`src/irdti_pkg.sv`:
```
// ---------------------------------------------------------------------------
// irdti_pkg
// Types, register codes and constants of the IR distance table interpolator.
// ---------------------------------------------------------------------------
package irdti_pkg;

	localparam int HALF_ENTRIES_DEF = 8;
	localparam int SENSOR_COUNT_DEF = 2;

	localparam logic [7:0] VOLT_SAT   = 8'd255;
	localparam logic [7:0] DIST_FLAT  = 8'd255;
	localparam int         DIST_SCALE = 5;
	localparam int         FRAC_BITS  = 8;
	localparam int         SAT_BASE   = 510;

	// radix-4 restoring divide of a 24-bit dividend
	localparam int DIV_BITS  = 24;
	localparam int DIV_STEPS = DIV_BITS / 2;

	localparam logic REQ_WRITE   = 1'b0;
	localparam logic REQ_CONVERT = 1'b1;

	typedef enum logic [2:0] {
		CFG_VOLTAGE_OFFSET  = 3'd0,
		CFG_BYPASS_MODE     = 3'd1,
		CFG_MIN_DISTANCE    = 3'd2,
		CFG_MAX_DISTANCE    = 3'd3,
		CFG_INFINITE_DIST   = 3'd4
	} cfg_idx_t;

	localparam logic [7:0]  RST_VOLTAGE_OFFSET = 8'd0;
	localparam logic        RST_BYPASS_MODE    = 1'b0;
	localparam logic [14:0] RST_MIN_DISTANCE   = 15'd100;
	localparam logic [10:0] RST_MAX_DISTANCE   = 11'd800;
	localparam logic [14:0] RST_INFINITE_DIST  = 15'd9999;

	typedef struct packed {
		logic [7:0]  voltage_offset;
		logic        bypass_mode;
		logic [14:0] min_distance_mm;
		logic [10:0] max_distance_mm;
		logic [14:0] infinite_distance_mm;
	} cfg_t;

	typedef struct packed {
		logic [7:0] volt;
		logic [7:0] fifths;
	} entry_t;

endpackage

```
`src/irdti_if.sv`:
```
// ---------------------------------------------------------------------------
// irdti_req_if / irdti_res_if
// Valid/ready channels for requests and distance results.
// ---------------------------------------------------------------------------
interface irdti_req_if;
	logic       valid;
	logic       ready;
	logic       req_type;
	logic       sensor_side;
	logic [3:0] entry_index;
	logic [7:0] entry_voltage;
	logic [7:0] entry_distance;
	logic [9:0] sample;

	modport source (output valid, req_type, sensor_side, entry_index,
		entry_voltage, entry_distance, sample, input ready);
	modport sink (input valid, req_type, sensor_side, entry_index,
		entry_voltage, entry_distance, sample, output ready);
endinterface

interface irdti_res_if;
	logic        valid;
	logic        ready;
	logic [14:0] distance_mm;
	logic        toggle;
	logic        result_side;

	modport source (output valid, distance_mm, toggle, result_side, input ready);
	modport sink (input valid, distance_mm, toggle, result_side, output ready);
endinterface

```
`src/irdti_table_mem.sv`:
```
// ---------------------------------------------------------------------------
// irdti_table_mem
// Calibration table storage: one write port, one registered read port.
// ---------------------------------------------------------------------------
module irdti_table_mem #(
	parameter int DEPTH  = 2 * irdti_pkg::SENSOR_COUNT_DEF * irdti_pkg::HALF_ENTRIES_DEF,
	parameter int ADDR_W = $clog2(DEPTH)
) (
	input  logic                 clk,
	input  logic                 we,
	input  logic [ADDR_W-1:0]    waddr,
	input  irdti_pkg::entry_t    wdata,
	input  logic [ADDR_W-1:0]    raddr,
	output irdti_pkg::entry_t    rdata
);

	irdti_pkg::entry_t mem_q [DEPTH];

	always_ff @(posedge clk) begin
		if (we) begin
			mem_q[waddr] <= wdata;
		end
		rdata <= mem_q[raddr];
	end

endmodule

```
`src/irdti_div.sv`:
```
// ---------------------------------------------------------------------------
// irdti_div
// Slope divider: (num << 8) / den, two quotient bits per cycle.
// ---------------------------------------------------------------------------
module irdti_div (
	input  logic        clk,
	input  logic        arst_n,
	input  logic        start,
	input  logic [15:0] num,
	input  logic [7:0]  den,
	output logic        done,
	output logic [15:0] quo
);

	localparam int CNT_W = $clog2(irdti_pkg::DIV_STEPS);

	logic                                busy_q;
	logic                                done_q;
	logic [CNT_W-1:0]                    cnt_q;
	logic [irdti_pkg::DIV_BITS-1:0]      dvd_q;
	logic [7:0]                          rem_q;
	logic [7:0]                          den_q;
	logic [15:0]                         quo_q;

	logic [8:0] r1, r1s, r2, r2s;
	logic       ge1, ge2;

	always_comb begin
		r1  = {rem_q, dvd_q[irdti_pkg::DIV_BITS-1]};
		ge1 = r1 >= {1'b0, den_q};
		r1s = ge1 ? r1 - {1'b0, den_q} : r1;
		r2  = {r1s[7:0], dvd_q[irdti_pkg::DIV_BITS-2]};
		ge2 = r2 >= {1'b0, den_q};
		r2s = ge2 ? r2 - {1'b0, den_q} : r2;
	end

	always_ff @(posedge clk or negedge arst_n) begin
		if (!arst_n) begin
			busy_q <= 1'b0;
			done_q <= 1'b0;
			cnt_q  <= '0;
		end else begin
			done_q <= 1'b0;
			if (start) begin
				busy_q <= 1'b1;
				cnt_q  <= '0;
				rem_q  <= '0;
				den_q  <= den;
				dvd_q  <= {num, {irdti_pkg::FRAC_BITS{1'b0}}};
			end else if (busy_q) begin
				rem_q <= r2s[7:0];
				dvd_q <= {dvd_q[irdti_pkg::DIV_BITS-3:0], 2'b00};
				quo_q <= {quo_q[13:0], ge1, ge2};
				if (cnt_q == CNT_W'(irdti_pkg::DIV_STEPS - 1)) begin
					busy_q <= 1'b0;
					done_q <= 1'b1;
				end else begin
					cnt_q <= cnt_q + 1'b1;
				end
			end
		end
	end

	assign done = done_q;
	assign quo  = quo_q;

endmodule

```
`src/irdti_lookup.sv`:
```
// ---------------------------------------------------------------------------
// irdti_lookup
// Request sequencer: table writes, pivot read, serial scan, interpolation.
// ---------------------------------------------------------------------------
module irdti_lookup #(
	parameter int HALF_ENTRIES = irdti_pkg::HALF_ENTRIES_DEF,
	parameter int SENSOR_COUNT = irdti_pkg::SENSOR_COUNT_DEF,
	parameter int ADDR_W       = $clog2(2 * HALF_ENTRIES * SENSOR_COUNT)
) (
	input  logic                 clk,
	input  logic                 arst_n,
	input  irdti_pkg::cfg_t      cfg,
	irdti_req_if.sink            req,
	irdti_res_if.source          res,
	output logic                 mem_we,
	output logic [ADDR_W-1:0]    mem_waddr,
	output irdti_pkg::entry_t    mem_wdata,
	output logic [ADDR_W-1:0]    mem_raddr,
	input  irdti_pkg::entry_t    mem_rdata
);

	localparam int ENTRY_COUNT = 2 * HALF_ENTRIES;
	localparam int IDX_W       = $clog2(ENTRY_COUNT);

	typedef enum logic [2:0] {
		ST_IDLE,
		ST_PIVOT,
		ST_SCAN,
		ST_DIV,
		ST_MUL,
		ST_FIN,
		ST_CHK,
		ST_OUT
	} state_t;

	state_t             state_q;
	logic               side_q;
	logic [7:0]         volt_q;
	logic [IDX_W-1:0]   i_q;
	logic [IDX_W-1:0]   last_q;
	irdti_pkg::entry_t  prev_q;
	logic [23:0]        prod_q;
	logic [7:0]         d_q;
	logic [14:0]        dist_q;
	logic [SENSOR_COUNT-1:0] toggle_q;

	logic               res_valid_q;
	logic [14:0]        res_dist_q;
	logic               res_toggle_q;
	logic               res_side_q;

	logic               accept, side_ok, idx_ok, sat, tog_cur, res_load;
	logic [7:0]         volt_in, xd;
	logic               go_upper, found, flat;
	logic [IDX_W-1:0]   nxt;
	logic               div_start, div_done;
	logic [15:0]        div_num, div_quo;
	logic [7:0]         div_den;
	logic [10:0]        d5;

	function automatic logic [ADDR_W-1:0] side_base(input logic side);
		side_base = side ? ADDR_W'(ENTRY_COUNT) : '0;
	endfunction

	assign req.ready = (state_q == ST_IDLE);
	assign accept    = req.valid && (state_q == ST_IDLE);
	assign side_ok   = (SENSOR_COUNT > 1) || !req.sensor_side;
	assign idx_ok    = 8'(req.entry_index) < 8'(ENTRY_COUNT);

	assign sat = {1'b0, req.sample} >
		(11'(irdti_pkg::SAT_BASE) + {3'b000, cfg.voltage_offset});
	assign volt_in = sat ? irdti_pkg::VOLT_SAT : req.sample[8:1] - cfg.voltage_offset;

	assign go_upper = volt_q > mem_rdata.volt;
	assign found    = volt_q > mem_rdata.volt;
	assign flat     = prev_q.volt == mem_rdata.volt;
	assign nxt      = (i_q == last_q) ? i_q : i_q + 1'b1;
	assign xd       = prev_q.volt - volt_q;
	assign d5       = {d_q, 2'b00} + {3'b000, d_q};

	// result register takes the answer once it is free
	assign res_load = (state_q == ST_OUT) && (!res_valid_q || res.ready);

	// table write port
	assign mem_we    = accept && (req.req_type == irdti_pkg::REQ_WRITE) && side_ok && idx_ok;
	assign mem_waddr = side_base(req.sensor_side) + ADDR_W'(8'(req.entry_index));
	assign mem_wdata = '{volt: req.entry_voltage, fifths: req.entry_distance};

	always_comb begin
		case (state_q)
			ST_IDLE:  mem_raddr = side_base(req.sensor_side) + ADDR_W'(HALF_ENTRIES - 1);
			ST_PIVOT: mem_raddr = side_base(side_q) +
				(go_upper ? ADDR_W'(0) : ADDR_W'(HALF_ENTRIES));
			ST_SCAN:  mem_raddr = side_base(side_q) + ADDR_W'(nxt);
			default:  mem_raddr = '0;
		endcase
	end

	always_comb begin
		tog_cur = 1'b0;
		for (int s = 0; s < SENSOR_COUNT; s++) begin
			if (1'(s) == side_q) begin
				tog_cur = toggle_q[s];
			end
		end
	end

	assign div_start = (state_q == ST_SCAN) && found && (i_q != '0) && !flat;
	assign div_num   = {8'h00, mem_rdata.fifths} - {8'h00, prev_q.fifths};
	assign div_den   = prev_q.volt - mem_rdata.volt;

	irdti_div u_div (
		.clk    (clk),
		.arst_n (arst_n),
		.start  (div_start),
		.num    (div_num),
		.den    (div_den),
		.done   (div_done),
		.quo    (div_quo)
	);

	always_ff @(posedge clk or negedge arst_n) begin
		if (!arst_n) begin
			state_q  <= ST_IDLE;
			toggle_q <= '0;
		end else begin
			case (state_q)
				ST_IDLE: begin
					if (accept && req.req_type == irdti_pkg::REQ_CONVERT && side_ok) begin
						side_q <= req.sensor_side;
						if (cfg.bypass_mode) begin
							dist_q  <= {5'b00000, req.sample};
							state_q <= ST_OUT;
						end else begin
							volt_q  <= volt_in;
							state_q <= ST_PIVOT;
						end
					end
				end
				ST_PIVOT: begin
					// mem_rdata holds the last entry of the upper half
					if (go_upper) begin
						i_q    <= '0;
						last_q <= IDX_W'(HALF_ENTRIES - 1);
					end else begin
						i_q    <= IDX_W'(HALF_ENTRIES);
						last_q <= IDX_W'(ENTRY_COUNT - 1);
						prev_q <= mem_rdata;
					end
					state_q <= ST_SCAN;
				end
				ST_SCAN: begin
					if (found) begin
						if (i_q == '0) begin
							dist_q  <= cfg.min_distance_mm;
							state_q <= ST_OUT;
						end else if (flat) begin
							d_q     <= irdti_pkg::DIST_FLAT;
							state_q <= ST_CHK;
						end else begin
							state_q <= ST_DIV;
						end
					end else if (i_q == last_q) begin
						dist_q  <= cfg.infinite_distance_mm;
						state_q <= ST_OUT;
					end else begin
						prev_q <= mem_rdata;
						i_q    <= nxt;
					end
				end
				ST_DIV: begin
					if (div_done) begin
						state_q <= ST_MUL;
					end
				end
				ST_MUL: begin
					prod_q  <= xd * div_quo;
					state_q <= ST_FIN;
				end
				ST_FIN: begin
					d_q     <= prod_q[15:8] + prev_q.fifths;
					state_q <= ST_CHK;
				end
				ST_CHK: begin
					// d >= max/5 is the same as 5d + 5 > max
					if (({1'b0, d5} + 12'(irdti_pkg::DIST_SCALE)) >
						{1'b0, cfg.max_distance_mm}) begin
						dist_q <= cfg.infinite_distance_mm;
					end else begin
						dist_q <= {4'b0000, d5};
					end
					state_q <= ST_OUT;
				end
				ST_OUT: begin
					// hold until the output register is free
					if (res_load) begin
						for (int s = 0; s < SENSOR_COUNT; s++) begin
							if (1'(s) == side_q) begin
								toggle_q[s] <= ~toggle_q[s];
							end
						end
						state_q <= ST_IDLE;
					end
				end
				default: state_q <= ST_IDLE;
			endcase
		end
	end

	always_ff @(posedge clk or negedge arst_n) begin
		if (!arst_n) begin
			res_valid_q <= 1'b0;
		end else if (res_load) begin
			res_valid_q  <= 1'b1;
			res_dist_q   <= dist_q;
			res_toggle_q <= ~tog_cur;
			res_side_q   <= side_q;
		end else if (res.ready) begin
			res_valid_q <= 1'b0;
		end
	end

	assign res.valid       = res_valid_q;
	assign res.distance_mm = res_dist_q;
	assign res.toggle      = res_toggle_q;
	assign res.result_side = res_side_q;

endmodule

```
`src/ir_distance_table_interpolator.sv`:
```
// ---------------------------------------------------------------------------
// ir_distance_table_interpolator
// Calibrated IR distance conversion for up to two sensors.
// ---------------------------------------------------------------------------
// Requests arrive on req (valid/ready). A request with req_type 0 writes one
// calibration entry of the chosen sensor and gives no result; the next request
// may follow at once. A request with req_type 1
// converts sample and gives one result on res: distance_mm, the flipped
// toggle bit of the sensor and result_side.
// Requests are handled one at a time. A table conversion ends in the scan
// with the minimum or infinite answer, or it interpolates: one table read per
// scanned entry through the single read port, then the two-bit-per-cycle
// slope divider, one multiply, and scaling and range check.
// Results sit in an output register; the next request is taken while a
// result waits. If res is stalled, a further conversion holds in its last
// step until the register frees.
// Reset clears the configuration registers to their defaults, the toggle
// bits and the sequencer. The table is not cleared; write each entry before
// a conversion reads it. Configuration writes go through cfg_we, cfg_index
// and cfg_data; the user must make them only while no conversion is in
// flight, as the block itself does not enforce this.
// ---------------------------------------------------------------------------
module ir_distance_table_interpolator #(
	parameter int HALF_ENTRIES = irdti_pkg::HALF_ENTRIES_DEF,
	parameter int SENSOR_COUNT = irdti_pkg::SENSOR_COUNT_DEF
) (
	input  logic         clk,
	input  logic         arst_n,
	input  logic         cfg_we,
	input  logic [2:0]   cfg_index,
	input  logic [14:0]  cfg_data,
	irdti_req_if.sink    req,
	irdti_res_if.source  res
);

	localparam int DEPTH  = 2 * HALF_ENTRIES * SENSOR_COUNT;
	localparam int ADDR_W = $clog2(DEPTH);

	irdti_pkg::cfg_t    cfg_q;
	logic               mem_we;
	logic [ADDR_W-1:0]  mem_waddr, mem_raddr;
	irdti_pkg::entry_t  mem_wdata, mem_rdata;

	always_ff @(posedge clk or negedge arst_n) begin
		if (!arst_n) begin
			cfg_q.voltage_offset       <= irdti_pkg::RST_VOLTAGE_OFFSET;
			cfg_q.bypass_mode          <= irdti_pkg::RST_BYPASS_MODE;
			cfg_q.min_distance_mm      <= irdti_pkg::RST_MIN_DISTANCE;
			cfg_q.max_distance_mm      <= irdti_pkg::RST_MAX_DISTANCE;
			cfg_q.infinite_distance_mm <= irdti_pkg::RST_INFINITE_DIST;
		end else if (cfg_we) begin
			case (cfg_index)
				irdti_pkg::CFG_VOLTAGE_OFFSET: cfg_q.voltage_offset  <= cfg_data[7:0];
				irdti_pkg::CFG_BYPASS_MODE:    cfg_q.bypass_mode     <= cfg_data[0];
				irdti_pkg::CFG_MIN_DISTANCE:   cfg_q.min_distance_mm <= cfg_data;
				irdti_pkg::CFG_MAX_DISTANCE:   cfg_q.max_distance_mm <= cfg_data[10:0];
				irdti_pkg::CFG_INFINITE_DIST:  cfg_q.infinite_distance_mm <= cfg_data;
				default: ;
			endcase
		end
	end

	irdti_lookup #(
		.HALF_ENTRIES (HALF_ENTRIES),
		.SENSOR_COUNT (SENSOR_COUNT),
		.ADDR_W       (ADDR_W)
	) u_lookup (
		.clk       (clk),
		.arst_n    (arst_n),
		.cfg       (cfg_q),
		.req       (req),
		.res       (res),
		.mem_we    (mem_we),
		.mem_waddr (mem_waddr),
		.mem_wdata (mem_wdata),
		.mem_raddr (mem_raddr),
		.mem_rdata (mem_rdata)
	);

	irdti_table_mem #(
		.DEPTH  (DEPTH),
		.ADDR_W (ADDR_W)
	) u_table (
		.clk   (clk),
		.we    (mem_we),
		.waddr (mem_waddr),
		.wdata (mem_wdata),
		.raddr (mem_raddr),
		.rdata (mem_rdata)
	);

endmodule

```
`src/flat_wrapper.sv`:
```
// flat-port wrapper written by rule: the top's interface ports become plain ports
module ir_distance_table_interpolator_flat 
#(
	parameter int HALF_ENTRIES = irdti_pkg::HALF_ENTRIES_DEF,
	parameter int SENSOR_COUNT = irdti_pkg::SENSOR_COUNT_DEF
)
  (clk, arst_n, cfg_we, cfg_index, cfg_data, req_valid, req_req_type, req_sensor_side, req_entry_index, req_entry_voltage, req_entry_distance, req_sample, req_ready, res_valid, res_distance_mm, res_toggle, res_result_side, res_ready);
  irdti_req_if req_i ();
  irdti_res_if res_i ();
  input  logic clk;
  input  logic arst_n;
  input  logic cfg_we;
  input  logic [2:0] cfg_index;
  input  logic [14:0] cfg_data;
  input wire logic [$bits(req_i.valid)-1:0] req_valid;
  input wire logic [$bits(req_i.req_type)-1:0] req_req_type;
  input wire logic [$bits(req_i.sensor_side)-1:0] req_sensor_side;
  input wire logic [$bits(req_i.entry_index)-1:0] req_entry_index;
  input wire logic [$bits(req_i.entry_voltage)-1:0] req_entry_voltage;
  input wire logic [$bits(req_i.entry_distance)-1:0] req_entry_distance;
  input wire logic [$bits(req_i.sample)-1:0] req_sample;
  output wire logic [$bits(req_i.ready)-1:0] req_ready;
  output wire logic [$bits(res_i.valid)-1:0] res_valid;
  output wire logic [$bits(res_i.distance_mm)-1:0] res_distance_mm;
  output wire logic [$bits(res_i.toggle)-1:0] res_toggle;
  output wire logic [$bits(res_i.result_side)-1:0] res_result_side;
  input wire logic [$bits(res_i.ready)-1:0] res_ready;
  assign req_i.valid = req_valid;
  assign req_i.req_type = req_req_type;
  assign req_i.sensor_side = req_sensor_side;
  assign req_i.entry_index = req_entry_index;
  assign req_i.entry_voltage = req_entry_voltage;
  assign req_i.entry_distance = req_entry_distance;
  assign req_i.sample = req_sample;
  assign req_ready = req_i.ready;
  assign res_valid = res_i.valid;
  assign res_distance_mm = res_i.distance_mm;
  assign res_toggle = res_i.toggle;
  assign res_result_side = res_i.result_side;
  assign res_i.ready = res_ready;
  ir_distance_table_interpolator #(.HALF_ENTRIES(HALF_ENTRIES), .SENSOR_COUNT(SENSOR_COUNT)) u_core (.clk(clk), .arst_n(arst_n), .cfg_we(cfg_we), .cfg_index(cfg_index), .cfg_data(cfg_data), .req(req_i), .res(res_i));
endmodule
```
`config.mk`:
```
export PLATFORM = sky130hd
export DESIGN_NAME = ir_distance_table_interpolator_flat
export DESIGN_NICKNAME = d
export VERILOG_FILES = /design/src/irdti_pkg.sv /design/src/irdti_if.sv /design/src/irdti_table_mem.sv /design/src/irdti_div.sv /design/src/irdti_lookup.sv /design/src/ir_distance_table_interpolator.sv /design/src/flat_wrapper.sv
export SDC_FILE = /design/constraint.sdc
export NUM_CORES = 1
export LEC_CHECK = 0
export BUFFER_PORTS_ARGS = -buffer_cell sky130_fd_sc_hd__buf_2
export CAP_MARGIN = 0
export CORE_UTILIZATION = 60
export DETAILED_ROUTE_END_ITERATION = 10
export GPL_ROUTABILITY_DRIVEN = 0
export GPL_TIMING_DRIVEN = 1
export HOLD_SLACK_MARGIN = 0.05
export PLACE_DENSITY = 0.77
export SETUP_SLACK_MARGIN = 0.2
export SLEW_MARGIN = 20
export SYNTH_ARGS = -nofsm -noshare
export SYNTH_HDL_FRONTEND = slang
export SYNTH_SLANG_ARGS = --single-unit
```
`constraint.sdc`:
```
create_clock -name clk -period 9.3 [get_ports clk]
set_clock_uncertainty 0.1 [all_clocks]
set_input_delay 0.93 -clock clk [delete_from_list [all_inputs] [get_ports clk]]
set_output_delay 0.93 -clock clk [all_outputs]
set_load 0.01 [all_outputs]
```
Word level (Yosys, flattened, before mapping) --
Memory sizes are Yosys's and may differ from the RTL's. A register that Yosys moved wholly into a read port is not among the register bits. Index checks and enable logic that the tools add are counted.
Word-level totals: register bits after elaboration 207, output and inout bits 19, logic and storage cells 179, memories 1, memory bits (writable) 512
Operators by class: $mul 1, multiplexer cells 53, bitwise gates (word level) 7, equality and inequality tests 27, reductions and logical operators 40, add/subtract/negate cells 16, $lt $le $gt $ge 5
Memories:
- u_core.u_table.mem_q | words 32, bits a word 16, rd ports 1, clocked after memory_dff 1, wr ports 1, line irdti_table_mem.sv:17 | irdti_pkg::entry_t mem_q [DEPTH];
Operators with widths (number):
- 15-bit 2-to-1 mux | 6
- 16-bit 2-to-1 mux | 3
- 24-bit 2-to-1 mux | 2
- 8-bit 2-to-1 mux | 6
- 15-bit case mux with 3 select lines | 1
- 8-bit subtractor | 5
- 4-bit 2-to-1 mux | 9
- 16-bit case mux with 2 select lines | 1
- 3-bit 2-to-1 mux | 8
- 3-bit case mux with 8 select lines | 1
- 2-bit AND reduction | 11
- 9-bit by 8-bit greater-or-equal comparator with 1-bit output | 2
- 8-bit by 16-bit multiplier with 16-bit output | 1
- 2-bit inequality test (second input constant) | 8
- 8-bit case mux with 2 select lines | 1
- 5-bit by 4-bit adder with 5-bit output | 3
- 3-bit equality test (second input constant) | 5
- 5-bit case mux with 3 select lines | 1
- 11-bit by 3-bit adder with 12-bit output (second input constant) | 1
- 3-bit by 2-bit equality test with 1-bit output (second input constant) | 4
- 12-bit by 11-bit > comparator with 1-bit output | 1
- 3-bit AND reduction | 4
- 4-bit AND reduction | 3
- 10-bit by 8-bit adder with 11-bit output | 1
- other kinds (28) | 61

Depth between registers and ports, before layout --
Gate-level depths: netlist (run 1).
depth after elaboration 6, gate-level depth with buffers 28, gate-level depth less buffers 28

By module --
From an unflattened synthesis (run 1), not the netlist that was laid out.
Unflattened totals: cells, all modules 2474, area, all modules 34868.4 µm²
Modules (own cells, without submodules):
- irdti_table_mem | instances 1, area an instance 20534.7 µm², seq. area each 15695.1 µm², cells an instance 1143
- irdti_lookup | instances 1, area an instance 8992.4 µm², seq. area each 2492.4 µm², cells an instance 938
- irdti_div | instances 1, area an instance 3409.5 µm², seq. area each 1831.8 µm², cells an instance 283
- ir_distance_table_interpolator | instances 1, area an instance 1931.9 µm², seq. area each 1268.7 µm², cells an instance 110

Worst setup path before layout (run 1) --
OpenSTA, ideal clock, no wires.
kind reg2reg, from register u_core.u_lookup.prev_q[8] (netlist bit), to register u_core.u_lookup.prod_q[15] (data pin), data arrival time 6.183 ns, clock period less this slack 6.551 ns, library setup time 0.268 ns, data required time 8.932 ns, path slack 2.749 ns, cell stages (with the launch flop) 27, buffers on the path 0, cells stage by stage edfxtp_1 inv_1 ha_1 inv_1 fa_1 a21o_1 a21oi_1 o21bai_1 a21oi_1 xnor2_1 and2_1 fa_1 fa_1 fa_1 inv_1 fa_1 inv_1 ha_1 nand2_1 or3_1 o32ai_1 o21a_1 o21a_1 o21a_1 o21ai_0 nand2b_1 xnor3_1
Between the ends: longest elaborated chain between the ends 2
Ends and longest elaborated chain:
- start, declared | line irdti_lookup.sv:41 | irdti_pkg::entry_t prev_q;
- start signal, assigned | line irdti_lookup.sv:148 | prev_q <= mem_rdata;
- start signal, assigned | line irdti_lookup.sv:167 | prev_q <= mem_rdata;
- 8-bit subtractor | line irdti_lookup.sv:78 | assign xd = prev_q.volt - volt_q;
- 8-bit by 16-bit multiplier with 16-bit output | line irdti_lookup.sv:177 | prod_q <= xd * div_quo;
- end signal, assigned | line irdti_lookup.sv:177
- end, declared | line irdti_lookup.sv:42 | logic [23:0] prod_q;
No other way between the ends. A chain may end at the register's enable or synchronous reset.

Worst setup path in the final report (run 1) --
Same ends and word-level chain as after synthesis.

==> metrics.md, run 1 <==
| Metric | Value |
|---|---|
| Yosys top cell area share | 0.5643 |
| FF-to-FF End | u_core.u_lookup.prod_q[15] |
| Post-Syn Nets | just under 3000 |
| Post-cts repair resize count | 0 |
| CTS Sinks | slightly above 700 |
| Initial core utilization | 0.6085 |
| Startpoint class of the critical path | flip-flop |
| Top_reg_cell synth | edfxtp_1 |
| N_diodes | 0 |
| Hold Crit Class | in -> async |
| WS Path Type | reg -> reg |
| 1st-iter DRT viols | 1886 |
| Ys async rst share | 0.08564 |
| Post-synth top cells | 646 x edfxtp_1, 452 x nand2_1, 155 x inv_1 |
| Crit-path most repeated cell | fa_1 |
| Post-synth EDFFs | between 600 and 700 |
| Area Overhead vs Synth | 10.26% |
| WL per Instance | 22.97 um |
| DRC | 0 |
| Post-CTS Hold Buffers | 0 |
| Slew Viols, Final | 0 |
| Drt via density | ~6.1 |
| Rows | between 80 and 90 |
| Final period util | 0.7780 |
| Post-synthesis sequential area ratio | 0.6192 |
| Area leader, netlist | edfxtp_1 |
| RSZ-0062 raised after global routing | false |
| Final setup vio count | 0 |
| #FFs+latches synth | about 720 |
| Most common cell in the netlist | edfxtp_1 |
| Die Wd | 241.4 um |
| First-pass GRT wire length | 125500 um |
| Share of cells above drive strength 1 | 0.1142 |
| Fill count | about 4000 |
| Die Area | 58260 um^2 |
| Post CTS Setup Buffer Count | 0 |
| Core area | 56500 um^2 |
| Outcome | complete, no violations |
| Total CTS buffers | 73 |
| Worst EP required | approximately 9.6 ns |
| R2R Path Start | u_core.u_lookup.prev_q[8] |
| Worst R2R Setup Slack | between 2 and 2.5 ns |
| Die height | 241.4 um |
| Worst skew pair latency | around 0.63 ns |
| Mapped Cells | roughly 2700 |
| TritonRoute pass-1 iters | 6 |
| Tmin final | 7.235 ns |
| Largest net degree at the start of global routing | 111 |
| Worst Path Arrival | roughly 7.5 ns |
| Detailed Place HPWL | slightly above 50000 um |
| CTS max path bufs | 3 |
| Initial antenna violation count | 1 |
| Root buf cell | clkbuf_16 |
| Hold slack | ~0.25 ns |
| H-Tree Depth | 3 |
| Hold Violations, Final | 0 |
| NumNets Final | 2989 |
| Fmax | 138.2 MHz |
| GRT Residual Overflow | 0 |
| Vias in the first global route | roughly 22000 |
| DR vias | approximately 22000 |
| IO Pins | 74 |
| CP Max Fanout | 10 |
| Setup_tns | 0 ns |
| Slowest CP cell | fa_1 |
| Pwr dens | roughly 400 nW/um^2 |
| Crit end category | flip-flop |
| Leakage | 14.73 nW |
| Synth Warn # | 0 |
| Clock transition at path regs | ~0.060 ns |
| Syn Std Cell Area | roughly 34000 um^2 |
| Max_cap viols | 0 |
| Post-Place Setup Slack | slightly above 2 ns |
| Peak VDD IR | roughly 0.56 mV |
| Total GRT Usage | 0.2877 |
| Synth area leaders | edfxtp_1 56%, nand2_1 4.9%, ha_1 4.1%, fa_1 3.9%, mux2i_1 3.7% |
| Tightest Pin Transition | ~1.0 ns |
| DRT Wirelength | around 82000 um |
| Syn avg cell area | 12.83 um^2 |
| Antenna-violating nets left | 0 |
| Max-slew headroom | 0.3262 |
| Port Buffer Count | 73 |
| Worst setup margin | about 2.1 ns |
| Worst path max stage delay | 0.55 ns |
| Yosys cell types | 70 |
| Worst R2R Path Depth | 26 |
| TritonCTS clock tree | yes |
| Pwr Total | about 15 mW |
[metrics by stage]
stage,util,instance area (um^2),std cells
after floorplan,-,34380,2680
after global placement,0.6293,35550,3434
after detailed placement,0.6293,35550,3434
after CTS,0.6709,37900,3567
after global routing,0.6710,37910,3567
final,0.6710,37910,3567
[cell usage in the layout, fill, tap and decap left out, types with 37 or more instances in the layout]
cell type | Yosys | layout
mux2_2 | 52 | 52
nor2_1 | 99 | 94
buf_2 | 35 | 72
inv_1 | 155 | 155
o21ai_0 | 57 | 57
nand3_1 | 93 | 93
mux2i_1 | 126 | 126
buf_4 | 21 | 53
a311oi_1 | 37 | 37
nand2_1 | 452 | 452
edfxtp_1 | 646 | 646
fa_1 | 67 | 67
ha_1 | 114 | 114
dfrtp_1 | 48 | 48
and3_1 | 63 | 63
clkbuf_16 | 0 | 76
a21oi_1 | 53 | 52
and2_1 | 68 | 67
xnor2_1 | 50 | 50
[worst max-delay path, delay by kind of cell (launching register included)]
kind | cells | cell delay [ns]
fa+ha+maj | 7 | 3.07
compound gates | 9 | 1.74
xor+xnor | 2 | 0.74
simple gates | 4 | 0.74
flops | 1 | 0.35
buf+inv | 4 | 0.26
[layout make-up]
type                            count  area, um^2  area share
Multi-Input combinational cell   1673       11970      0.3156
Tap cell                          756       945.9     0.02495
Clock buffer                       98        1984     0.05235
Clock inverter                     35       364.1    0.009605
Inverter                          155       581.8     0.01535
Timing Repair Buffer              126       778.2     0.02053
Sequential cell                   724       21290      0.5616
[registers in the layout, summed over array words and instances (netlist names), 3 cells and up]
| register | flops |
|---|---|
| u_core.cfg_q | 50 |
| u_core.u_lookup.d_q | 8 |
| u_core.u_lookup.dist_q | 15 |
| u_core.u_lookup.i_q | 4 |
| u_core.u_lookup.prev_q | 16 |
| u_core.u_lookup.prod_q | 8 |
| u_core.u_lookup.res.distance_mm | 15 |
| u_core.u_lookup.state_q | 3 |
| u_core.u_lookup.u_div.cnt_q | 4 |
| u_core.u_lookup.u_div.den_q | 8 |
| u_core.u_lookup.u_div.dvd_q | 24 |
| u_core.u_lookup.u_div.quo | 16 |
| u_core.u_lookup.u_div.rem_q | 8 |
| u_core.u_lookup.volt_q | 8 |
| u_core.u_table.mem_q | 512 |
| u_core.u_table.rdata | 16 |
[report_power, final]
group	switching [mW]	internal, mW	leakage [nW]
clock network	1.24	1.65	1.14
logic	4.76	3.19	6.90
registers	0.240	4.16	6.69
[per-layer routing]
metal / up-vias / global-route usage / wire, um
met3: 171 / 0.04524 / 5554
met5: - / 0 / 0
li1: 9860 / - / -
met1: 10888 / 0.3604 / 31850
met4: 0 / 0.1147 / 2766
met2: 922 / 0.5014 / 41780
[worst max path at each step]
stage / start / to / slack (ns) / cells past startpoint
after floorplan: u_core.u_lookup.prev_q[8] / u_core.u_lookup.prod_q[15] / 2.75 / 26
after global placement: u_core.u_lookup.prev_q[8] / u_core.u_lookup.prod_q[15] / 2.30 / 26
after detailed placement: u_core.u_lookup.prev_q[8] / u_core.u_lookup.prod_q[15] / 2.08 / 26
after CTS: u_core.u_lookup.prev_q[8] / u_core.u_lookup.prod_q[15] / 2.07 / 26
after global routing: u_core.u_lookup.prev_q[8] / u_core.u_lookup.prod_q[15] / 1.60 / 26
final: u_core.u_lookup.prev_q[8] / u_core.u_lookup.prod_q[15] / 2.06 / 26
[kinds of logic after synthesis]
kind of cell | share of synthesized area
AOI/OAI and AO/OA | 0.07119
and+or+nand+nor | 0.1196
xor gates and xnor gates | 0.02071
adders and majority gates | 0.08050
muxes | 0.05372
buffers and inverters | 0.03512
DFF | 0.6192
(Power assumes the default switching activity.)
==> inputs of run 2 (changes only) <==
- CORE_UTILIZATION: 60 -> 57
- PLACE_DENSITY: 0.77 -> 0.76
- clock period: 9.3 -> 6.3 ns (I/O delays scaled with it)
==> run 2 against run 1 <==
Compared with the run above: non-clock buffer count increased by 28; fmax grew 16%; register-to-register slack got worse by 2.0 ns; sequential share of layout area fell by 0.50 points; routed wire length up 1.7%; global-route usage shrank 0.99 points; critical path depth unchanged; die area up 5.2%; via count increased by 0.81%; core utilization is 2.7 points lower; largest cell class unchanged.
==> metrics.md, run 2 (same netlist as run 1, synthesis figures left out) <==
| Metric | Value |
|---|---|
| Outcome | complete, no violations (unchanged) |
| Initial antenna violation count | 3 (was 1) |
| CTS max path bufs | 3 (unchanged) |
| Die Wd | 247.6 um (was 241.4 um) |
| DR vias | 22017 (was 21841) |
| Port Buffer Count | 73 (unchanged) |
| Final setup vio count | 0 (unchanged) |
| Antenna-violating nets left | 0 (unchanged) |
| Area occupied by multi-input gates | 12120 um^2 (was 11970 um^2) |
| Fill count | 4205 (was 3906) |
| Max-slew headroom | 0.2353 (was 0.3262) |
| Worst Path Arrival | 6.51 ns (was 7.51 ns) |
| Worst R2R Setup Slack | 0.04 ns (was 2.06 ns) |
| Tightest Pin Transition | 1.146 ns (was 1.007 ns) |
| Total GRT Usage | 0.2778 (was 0.2877) |
| Largest net degree at the start of global routing | 118 (was 111) |
| First-pass GRT wire length | 128400 um (was 125500 um) |
| Initial core utilization | 0.5792 (was 0.6085) |
| Root buf cell | clkbuf_16 (unchanged) |
| Max_cap viols | 0 (unchanged) |
| NumNets Final | 3016 (was 2989) |
| CTS Sinks | 724 (unchanged) |
| Worst skew pair latency | 0.63 ns (about the same) |
| FF-to-FF End | u_core.u_lookup.prod_q[15] (unchanged) |
| Clock transition at path regs | 0.06 ns (about the same) |
| Tmin final | 6.256 ns (was 7.235 ns) |
| IO Pins | 74 (unchanged) |
| Startpoint class of the critical path | flip-flop (unchanged) |
| Vias in the first global route | 22699 (was 22227) |
| Hold slack | 0.1654 ns (was 0.2530 ns) |
| Area Overhead vs Synth | 11.26% (was 10.26%) |
| Die height | 247.6 um (was 241.4 um) |
| Fmax | 159.8 MHz (was 138.2 MHz) |
| DRC | 0 (unchanged) |
| Total CTS buffers | 72 (was 73) |
| H-Tree Depth | 3 (unchanged) |
| Slowest CP cell | fa_1 (unchanged) |
| Final period util | 0.9930 (was 0.7780) |
| WL per Instance | 23.07 um (was 22.97 um) |
| Most common cell after layout, fill and taps aside | edfxtp_1 (unchanged) |
| Biggest register | u_core.u_table.mem_q (unchanged) |
| R2R Path Start | u_core.u_lookup.volt_q[0] (was u_core.u_lookup.prev_q[8]) |
| DRT Wirelength | 83330 um (was 81950 um) |
| Share of cells above drive strength 1 | 0.1353 (was 0.1142) |
| Worst EP required | 6.56 ns (was 9.58 ns) |
| Hold Violations, Final | 0 (unchanged) |
| Largest registers | u_core.u_table.mem_q: 512 flops, u_core.cfg_q: 50 flops, u_core.u_lookup.u_div.dvd_q: 24 flops (unchanged) |
| Rows | 89 (was 87) |
| Worst R2R Path Depth | 26 (unchanged) |
| Worst path max stage delay | 0.53 ns (was 0.55 ns) |
| Hold path depth | 2 |
| Crit path from | u_core.u_lookup.volt_q[0] (was u_core.u_lookup.prev_q[8]) |
| TritonCTS clock tree | yes (unchanged) |
| Flip-flop count of the largest register after layout | 512 (unchanged) |
| Crit path capture | u_core.u_lookup.prod_q[15] (unchanged) |
| RSZ-0062 raised after global routing | true (was false) |
| Drt via density | 6.096 (was 6.123) |
| Storage element area | 21290 um^2 (unchanged) |
| Crit end category | flip-flop (unchanged) |
| Core area | 59350 um^2 (was 56500 um^2) |
| Detailed Place HPWL | 53460 um (was 51540 um) |
| WS Path Type | reg -> reg (unchanged) |
| GRT Residual Overflow | 0 (unchanged) |
| Hold Crit Class | in -> reg (was in -> async) |
| CP Max Fanout | 5 (was 10) |
| 1st-iter DRT viols | 2280 (was 1886) |
| Commonest non-fill, non-tap cells in the layout | 646 x edfxtp_1, 451 x nand2_1, 149 x inv_1 (was 646 x edfxtp_1, 452 x nand2_1, 155 x inv_1) |
| Die Area | 61300 um^2 (was 58260 um^2) |
| Crit-path most repeated cell | fa_1 (unchanged) |
| TritonRoute pass-1 iters | 8 (was 6) |
| Slew Viols, Final | 0 (unchanged) |
[run 2: cell types whose count changed in the layout (fill, tap and decap cells not counted), moves of 4 or more]
| cell | previous run | this run |
|---|---|---|
| buf_4 | 53 | 75 |
| clkbuf_1 | 22 | 15 |
| clkinv_2 | 9 | 16 |
| inv_1 | 155 | 149 |
| inv_2 | 0 | 6 |
| nor2_1 | 94 | 88 |
| nor2_4 | 3 | 8 |
| buf_12 | 1 | 5 |
| clkinvlp_4 | 1 | 5 |
[run 2: worst max-delay path: cells and delay by family (launching register included)]
kind / cells / cell delay (ns)
buffers and inverters: 4 / 0.28
adders and majority gates: 7 / 2.65
and+or+nand+nor: 2 / 0.28
xor gates and xnor gates: 2 / 0.37
DFF: 1 / 0.44
AOI/OAI and AO/OA: 11 / 1.90
[run 2: timing repair]
action                                  CTS  global route
gates cloned                              0             0
hold buffers                              1             0
gates resized for setup                   9            10
endpoints found under the hold margin    18             0
pin swaps                                16             8
endpoints found under the setup margin    3             4
setup buffers                             2             2
[run 2: area by class of cell]
| class | count | area share |
|---|---|---|
| flip-flops and latches | 724 | 0.5566 |
| multi-input cells | 1673 | 0.3169 |
| clock buffers | 89 | 0.04959 |
| repair buffers | 154 | 0.02731 |
| well taps | 773 | 0.02529 |
| inverters | 155 | 0.01521 |
| clock inverters | 43 | 0.009028 |
| diodes | 1 | 0.00006542 |
[run 2: metal layers]
layer / global-route usage / vias to the layer above / routed length, um
met5: 0 / - / 13
met4: 0.1102 / 2 / 3107
met3: 0.05266 / 208 / 6356
met2: 0.4792 / 1007 / 42170
met1: 0.3451 / 10897 / 31680
li1: - / 9903 / -
[run 2: stage by stage]
stage / instances / instance area (um^2) / TNS (ns) / util / setup WS (ns)
after CTS: 3609 / 38200 / 0 / 0.6435 / 0.07814
final: 3612 / 38250 / 0 / 0.6444 / 0.04383
after global placement: 3474 / 35860 / 0 / 0.6042 / 0.009051
after global routing: 3611 / 38250 / -0.2742 / 0.6444 / -0.1937
after detailed placement: 3474 / 35890 / -0.1104 / 0.6047 / -0.1048
after floorplan: 2680 / 34440 / 0 / - / 0.2086
[run 2: worst min-delay path by stage]
| stage | from | endpoint | slack [ns] |
|---|---|---|---|
| after floorplan | arst_n | u_core.cfg_q[11] | 0.23 |
| final | cfg_data[12] | u_core.cfg_q[12] | 0.17 |
| after detailed placement | u_core.u_lookup.dist_q[0] | u_core.u_lookup.res.distance_mm[0] | 0.30 |
| after global routing | cfg_data[12] | u_core.cfg_q[38] | 0.16 |
| after global placement | u_core.u_lookup.dist_q[0] | u_core.u_lookup.res.distance_mm[0] | 0.31 |
| after CTS | cfg_data[12] | u_core.cfg_q[12] | 0.14 |
Power of run 2 is not shown: default switching activity piles up to over one toggle a cycle in this logic, so the estimate is an artifact.
